`src/rtl/core/fsmk_pkg.sv`:
```
// Package of the flow-shop makespan block: field widths, defaults, types.
// No dependencies; every module of the block but fsmk_ram imports it.
package fsmk_pkg;

    localparam int MAX_JOBS_DEF     = 64;
    localparam int MAX_MACHINES_DEF = 16;
    localparam int TIME_BITS_DEF    = 16;

    localparam int JOB_FIELD_W  = 6;
    localparam int MACH_FIELD_W = 4;
    localparam int TIME_FIELD_W = 16;
    localparam int MIU_W        = 5;
    localparam int ROW_BITS     = 23;

    localparam int APB_ADDR_W = 3;
    localparam int APB_DATA_W = 32;
    localparam int REG_MIU    = 0;

    localparam int QUEUE_DEPTH = 2;

    localparam logic [MIU_W-1:0]    MIU_RESET = MIU_W'(16);
    localparam logic [ROW_BITS-1:0] ROW_MAX   = '1;

    typedef enum logic {
        FUNC_WRITE = 1'b0,
        FUNC_JOB   = 1'b1
    } t_func;

    typedef struct packed {
        t_func func;
        logic  first;
        logic  last;
    } t_cmd_ctl;

    typedef enum logic [1:0] {
        ST_IDLE,
        ST_WALK,
        ST_EMIT
    } t_back_state;

endpackage

```
`src/rtl/core/fsmk_front.sv`:
```
// Front end: accepts input transfers, wraps indices, forms table addresses
// and holds decoded commands in a short queue. Depends on fsmk_pkg.
module fsmk_front #(
    parameter int MAX_JOBS     = fsmk_pkg::MAX_JOBS_DEF,
    parameter int MAX_MACHINES = fsmk_pkg::MAX_MACHINES_DEF,
    parameter int TIME_BITS    = fsmk_pkg::TIME_BITS_DEF,
    localparam int ADDR_W      = $clog2(MAX_JOBS * MAX_MACHINES)
) (
    input  logic                              i_clk,
    input  logic                              i_rst_n,
    input  logic                              i_in_valid,
    output logic                              o_in_ready,
    input  logic                              i_func,
    input  logic [fsmk_pkg::JOB_FIELD_W-1:0]  i_job,
    input  logic [fsmk_pkg::MACH_FIELD_W-1:0] i_machine,
    input  logic [fsmk_pkg::TIME_FIELD_W-1:0] i_time_value,
    input  logic                              i_first_in_sequence,
    input  logic                              i_last_in_sequence,
    output logic                              o_q_vld,
    output fsmk_pkg::t_cmd_ctl                o_q_ctl,
    output logic [ADDR_W-1:0]                 o_q_addr,
    output logic [TIME_BITS-1:0]              o_q_time,
    input  logic                              i_q_pop
);
    import fsmk_pkg::*;

    localparam int JOB_W   = $clog2(MAX_JOBS);
    localparam int MACH_W  = (MAX_MACHINES > 1) ? $clog2(MAX_MACHINES) : 1;
    localparam int QPTR_W  = $clog2(QUEUE_DEPTH);
    localparam int QCNT_W  = $clog2(QUEUE_DEPTH + 1);
    localparam int JOB_VALS  = 2 ** JOB_FIELD_W;
    localparam int MACH_VALS = 2 ** MACH_FIELD_W;

    logic [JOB_W-1:0]  w_job_tab  [JOB_VALS];
    logic [MACH_W-1:0] w_mach_tab [MACH_VALS];
    logic [JOB_W-1:0]  w_job_idx;
    logic [MACH_W-1:0] w_mach_idx;
    logic [ADDR_W-1:0] w_base;
    logic [ADDR_W-1:0] w_addr;
    t_cmd_ctl          w_ctl;
    logic              w_push;

    t_cmd_ctl           r_q_ctl  [QUEUE_DEPTH];
    logic [ADDR_W-1:0]  r_q_addr [QUEUE_DEPTH];
    logic [TIME_BITS-1:0] r_q_time [QUEUE_DEPTH];
    logic [QPTR_W-1:0]  r_wr_ptr;
    logic [QPTR_W-1:0]  r_rd_ptr;
    logic [QCNT_W-1:0]  r_count;
    logic [QCNT_W-1:0]  n_count;

    // Index wrap tables, worked out at elaboration.
    for (genvar gi = 0; gi < JOB_VALS; gi++) begin : g_job_wrap
        localparam int JM = gi % MAX_JOBS;
        assign w_job_tab[gi] = JOB_W'(JM);
    end
    for (genvar gm = 0; gm < MACH_VALS; gm++) begin : g_mach_wrap
        localparam int MM = gm % MAX_MACHINES;
        assign w_mach_tab[gm] = MACH_W'(MM);
    end

    always_comb begin
        w_job_idx  = w_job_tab[i_job];
        w_mach_idx = w_mach_tab[i_machine];
        w_base     = ADDR_W'(w_job_idx) * ADDR_W'(MAX_MACHINES);
        w_ctl.func  = t_func'(i_func);
        w_ctl.first = i_first_in_sequence;
        w_ctl.last  = i_last_in_sequence;
        // A job command carries the row base; the back end adds the machine.
        if (w_ctl.func == FUNC_WRITE) begin
            w_addr = w_base + ADDR_W'(w_mach_idx);
        end else begin
            w_addr = w_base;
        end
    end

    assign o_in_ready = (r_count != QCNT_W'(QUEUE_DEPTH));
    assign w_push     = i_in_valid && o_in_ready;
    assign o_q_vld    = (r_count != '0);
    assign o_q_ctl    = r_q_ctl[r_rd_ptr];
    assign o_q_addr   = r_q_addr[r_rd_ptr];
    assign o_q_time   = r_q_time[r_rd_ptr];

    always_comb begin
        n_count = r_count;
        if (w_push && !i_q_pop) begin
            n_count = r_count + QCNT_W'(1);
        end else if (!w_push && i_q_pop) begin
            n_count = r_count - QCNT_W'(1);
        end
    end

    always_ff @(posedge i_clk) begin
        if (!i_rst_n) begin
            r_wr_ptr <= '0;
            r_rd_ptr <= '0;
            r_count  <= '0;
        end else begin
            r_count <= n_count;
            if (w_push) begin
                r_wr_ptr <= r_wr_ptr + QPTR_W'(1);
            end
            if (i_q_pop) begin
                r_rd_ptr <= r_rd_ptr + QPTR_W'(1);
            end
        end
    end

    always_ff @(posedge i_clk) begin
        if (w_push) begin
            r_q_ctl[r_wr_ptr]  <= w_ctl;
            r_q_addr[r_wr_ptr] <= w_addr;
            r_q_time[r_wr_ptr] <= TIME_BITS'(i_time_value);
        end
    end

endmodule

```
`config.mk`:
```
export PLATFORM = sky130hd
export DESIGN_NAME = fsmk_front
export DESIGN_NICKNAME = d
export VERILOG_FILES = /design/src/rtl/core/fsmk_pkg.sv /design/src/rtl/core/fsmk_front.sv
export SDC_FILE = /design/constraint.sdc
export NUM_CORES = 1
export LEC_CHECK = 0
export ABC_CLOCK_PERIOD_IN_PS = 2200
export BUFFER_PORTS_ARGS = -buffer_cell sky130_fd_sc_hd__buf_4
export CELL_PAD_IN_SITES_DETAIL_PLACEMENT = 1
export CELL_PAD_IN_SITES_GLOBAL_PLACEMENT = 1
export CORE_MARGIN = 2
export CORE_UTILIZATION = 45
export CTS_BUF_LIST = sky130_fd_sc_hd__clkbuf_8
export CTS_CLUSTER_DIAMETER = 80
export DETAILED_ROUTE_END_ITERATION = 10
export GPL_TIMING_DRIVEN = 0
export HOLD_SLACK_MARGIN = 0.08
export PLACE_DENSITY_LB_ADDON = 0.1
export SETUP_SLACK_MARGIN = 0.02
export SLEW_MARGIN = 30
export SYNTH_ARGS = -nofsm -noshare
export SYNTH_HDL_FRONTEND = slang
export SYNTH_SLANG_ARGS = --single-unit
```
`constraint.sdc`:
```
create_clock -name i_clk -period 2.2 [get_ports i_clk]
set_clock_uncertainty 0.15 [all_clocks]
set_input_delay 0.44 -clock i_clk [delete_from_list [all_inputs] [get_ports i_clk]]
set_output_delay 0.44 -clock i_clk [all_outputs]
set_load 0.02 [all_outputs]
```
Yosys cells after proc, flatten, opt, wreduce, memory -nomap -nowiden

Memories as Yosys holds them, arrays and structs flattened. A register that Yosys moved wholly into a read port is not among the register bits.
Index checks and enable logic that the tools add are counted.

Memories kept: 5
Memory bits (writable): 58
Input port bits: 33
Logic and storage cells: 40
Output and inout bits: 31
Bits in registers: 4
Bits in read-only memories: 448

Memory list:

| memory           | depth | width | read ports | clocked after Yosys merged registers in | write ports | RTL line         | RTL |
|---|---|---|---|---|---|---|---|
| (name not given) | 64    | 6     | 1          | 0                                       | 0           | fsmk_front.sv:62 | `w_job_idx = w_job_tab[i_job];` |
| (name not given) | 16    | 4     | 1          | 0                                       | 0           | fsmk_front.sv:63 | `w_mach_idx = w_mach_tab[i_machine];` |
| r_q_time         | 2     | 16    | 1          | 1                                       | 1           | fsmk_front.sv:45 | `logic [TIME_BITS-1:0] r_q_time [QUEUE_DEPTH];` |
| r_q_addr         | 2     | 10    | 1          | 1                                       | 1           | fsmk_front.sv:44 | `logic [ADDR_W-1:0] r_q_addr [QUEUE_DEPTH];` |
| r_q_ctl          | 2     | 3     | 1          | 1                                       | 1           | fsmk_front.sv:43 | `t_cmd_ctl r_q_ctl [QUEUE_DEPTH];` |

$lt $le $gt $ge: 2
Bitwise gates (word level): 2
Multiplexer cells: 15
Reductions and logical operators: 7
Equal/unequal tests: 1
Add/subtract/negate cells: 5

Operator list:

| kind                  | number |
|---|---|
| $mux W6               | 2 |
| $add A10 B4 Y10       | 1 |
| $mux W10              | 1 |
| $mux W1               | 8 |
| $mux W4               | 2 |
| $ge A7 B7 Y1 const B  | 1 |
| $not A6 Y7            | 1 |
| $ge A5 B5 Y1 const B  | 1 |
| $not A4 Y5            | 1 |
| $mux W2               | 2 |
| $reduce_bool A2 Y1    | 2 |
| $logic_and A1 B1 Y1   | 3 |
| $add A1 B1 Y1 const B | 2 |
| $add A2 B1 Y2 const B | 1 |
| $logic_not A1 Y1      | 2 |
| $ne A2 B2 Y1 const B  | 1 |
| $sub A2 B1 Y2 const B | 1 |

Longest topological paths before layout

Depth in word-level cells: 6
Mapped depth: 6
Mapped depth without buffers: 6

Worst setup path before layout

No wires, ideal clock.

Path type: reg2reg
From: reg r_count[0]
To: mem r_q_addr[1][0] in the netlist's numbering, enable pin
Data arrival time: 1.344 ns
Library setup time: 0.389 ns
Path buffers: 0
Required time: 1.661 ns
Period minus slack after synthesis: 1.883 ns
Cell stages (with the launch flop): 3
Path slack: 0.317 ns
Cells stage by stage: dfxtp_1 nand2b_4 and3_1

Word-level cells in the longest chain between the ends: 4

Ends and longest elaborated chain:

| what                          | RTL line          | RTL |
|---|---|---|
| start: declaration            | fsmk_front.sv:48  | `logic [QCNT_W-1:0] r_count;` |
| start signal: assignment      | fsmk_front.sv:98  | `r_count <= n_count;` |
| $ne A2 B2 Y1                  | fsmk_front.sv:76  | `assign o_in_ready = (r_count != QCNT_W'(QUEUE_DEPTH));` |
| net o_in_ready                | fsmk_front.sv:12  | `output logic o_in_ready,` |
| $logic_and A1 B1 Y1           | fsmk_front.sv:77  | `assign w_push = i_in_valid && o_in_ready;` |
| $mux W1                       | fsmk_front.sv:109 | `if (w_push) begin` |
| $mux W1 (not written as such) | fsmk_front.sv:111 | `r_q_addr[r_wr_ptr] <= w_addr;` |
| end: declaration              | fsmk_front.sv:44  |  |

The timed path passes the listed nets, and every way through them passes these cells.

==> impl_results.md <==
* Ys Warns at 0
* Core area at 5070 um^2
* Detailed Route WL at about 4400 um
* RSZ-0062 raised after global routing: false
* Sink Count at between 60 and 70
* CP max FO at 10
* Yosys reg bits at 63
* Critical path cell sequence: buf_6 > buf_6 > mux2_2 > buf_4
* Synth cell count leaders: 58 x edfxtp_1, 29 x mux2_2, 5 x dfxtp_1
* Peak VDD IR at just under 0.5 mV
* CP most frequent cell: buf_6
* Placer Congestion at around 0.63
* First-pass GRT wire length at between 6000 and 7000 um
* Final hold slack at ~150 ps
* Remaining Overflow, GRT at 0
* Part of the Yosys area used for sequential elements at roughly four fifths
* Max-cap violations at 0
* Critical path's largest stage delay at 350 ps
* # fillers at around 500
* Startpoint types: flop
* Layout cell share with drive strength beyond 1 at between 50% and 60%
* Worst slew margin at roughly 54%
* Die area at around 5800 um^2
* Vias in the first global route at approximately 1400
* Worst hold start: i_job[0]
* Post-DP HPWL at 3020 um
* Initial antenna violation count at 0
* Hold buffer count at cts at 0
* DRC viols at 0
* Synth top area cells: edfxtp_1 74%, mux2_2 14%, dfxtp_1 4.2%
* Die height at about 76 um
* Leak Pwr at ~0.0012 uW
* Number of synthesized flops with an enable pin at 58
* Most frequent cell after synthesis: edfxtp_1
* GRT Overall Usage at ~16%
* Tightest Pin Transition at around 700 ps
* Via Count at ~1300
* Average size of a mapped cell at 20.0 um^2
* Worst-path clk slew at roughly 60 ps
* Predominant post-synthesis flop cell: edfxtp_1
* Largest net degree at the start of global routing at 30
* Crit. End Element: output pin
* Synth async-reset ratio at 0%
* PostCTS Resize Cnt at 1
* Area Growth Syn to Fin at 30.6%
* Top cell type's share of synthesized area at 73.9%
* DR iter-0 viols at 36
* Synthesized net count at 152
* WP data arrival at about 1500 ps
* Final min period at 2090 ps
* Fin. Hold Viols at 0
* IO buf count at 63
* Antenna cell count at 0
* Htree depth at 3
* Pwr dens at between 900 and 1000 nW/um^2
* Std-Cell Rows at 26
* Syn Inst Count at approximately 120
* Critical-path top delay cell: mux2_2
* WL/cell at around 16 um
* Status: finished, final reports clean
* CTS Buffer Depth at 2
* Fin nets at roughly 230
* I/O Pins at 64
* Max Clk Rate at 479 MHz
* Setup-failing EPs final at 0
* Yosys cell types at 20
* Drt pass-1 iters at 4
* Setup TNS at 0 ps
* Min-Delay Path Class: input port to flop
* CTS tree: done
* Reg-to-Reg Start: r_count[0]
* Initial Utilization at a little under half
* CP Data Required Time at about 1600 ps
* Antenna viol nets, final at 0
* Largest area contributor in the synthesized netlist: edfxtp_1
* Mapped Area at roughly 2400 um^2
* Routed vias/inst at 4.76
* Final Max Slew Viols at 0
* Die Wd at 76.4 um
* TritonCTS buffer count at 9
* Clock Latency Late Sink at 320 ps
* Setup Fix Bufs, Post-CTS at 0
* Root buf cell: clkbuf_8
* Crit path kind: flop to output pin
* Period utilization at a little over nine tenths
flip-flops by register name, summed over array words and instances (netlist names), named ones only:
signal    cells
r_wr_ptr      1
r_q_ctl       6
r_rd_ptr      1
r_count       2
r_q_time     32
r_q_addr     20
cell usage in the layout (no fill, tap or decap), types with 2 or more instances in the layout:
cell,count
dfxtp_1,5
and2_1,4
clkinv_2,2
inv_1,6
edfxtp_1,58
clkbuf_8,9
buf_4,63
xor2_1,2
mux2_2,29
buf_6,2
nor2b_1,4
stage by stage:
| step | std cells | setup WS, ps | util, % | cell area [um^2] | total power (uW) |
|---|---|---|---|---|---|
| 2_1_floorplan | 118 | 317 | - | 2360 | 1840 |
| 3_3_place_gp | 251 | 6.00 | 57.5 | 2920 | 2060 |
| 3_5_place_dp | 251 | 332 | 57.5 | 2920 | 2090 |
| 4_1_cts | 267 | 36.6 | 60.6 | 3070 | 2880 |
| 5_1_grt | 267 | 26.8 | 60.6 | 3080 | 2970 |
| 6_report | 267 | 112 | 60.6 | 3080 | 2830 |
final cells by class:
cell class / instances / area [um^2] / area share (%)
Buffer: 3 / 27.5 / 0.895
Multi-Input combinational cell: 50 / 487 / 15.8
Inverter: 2 / 7.51 / 0.244
Clock buffer: 9 / 124 / 4.03
Clock inverter: 7 / 28.8 / 0.935
Timing Repair Buffer: 63 / 473 / 15.4
Tap cell: 70 / 87.6 / 2.85
Sequential cell: 63 / 1840 / 59.9
cell families (layout without fill, tap and decap cells):
group	Yosys count	in the layout	share of synthesized area, %
AOI/OAI and AO/OA	4	4	1.27
xor gates and xnor gates	3	3	1.12
buffers and inverters	5	84	1.22
adders and majority gates	1	1	0.531
muxes	29	29	13.9
DFF	63	63	78.2
and+or+nand+nor	13	13	3.82
power by group:
part           total (uW)  leakage, uW  internal, uW  switching, uW
sequential           1490     0.000585          1450           39.8
combinational         570     0.000509           269            302
clock                 773    0.0000992           384            389
total                2830      0.00119          2100            730
worst max-delay path, delay by kind of cell (launching register included):
kind	cells	cell delay, ps
multiplexers	1	350
buffers and inverters	3	490
flip-flops	1	340
metal layers:
| metal | vias up | global-route usage [%] | wire length (um) |
|---|---|---|---|
| met3 | 8 | 5.57 | 241 |
| met5 | - | 0 | 0 |
| met2 | 46 | 27.1 | 2270 |
| met1 | 618 | 18.6 | 1780 |
| li1 | 598 | - | - |
| met4 | 0 | 9.09 | 91 |
final timing paths:
path / endpoint / slack, ps / cells past startpoint
setup / recovery: o_q_time[13] / 110 / 4
hold / removal: r_q_addr[0][4] / 150 / 1
setup reg to reg: r_q_addr[1][7] / 450 / 2
hold reg to reg: r_count[1] / 410 / 2
(Power assumes the default switching activity.)
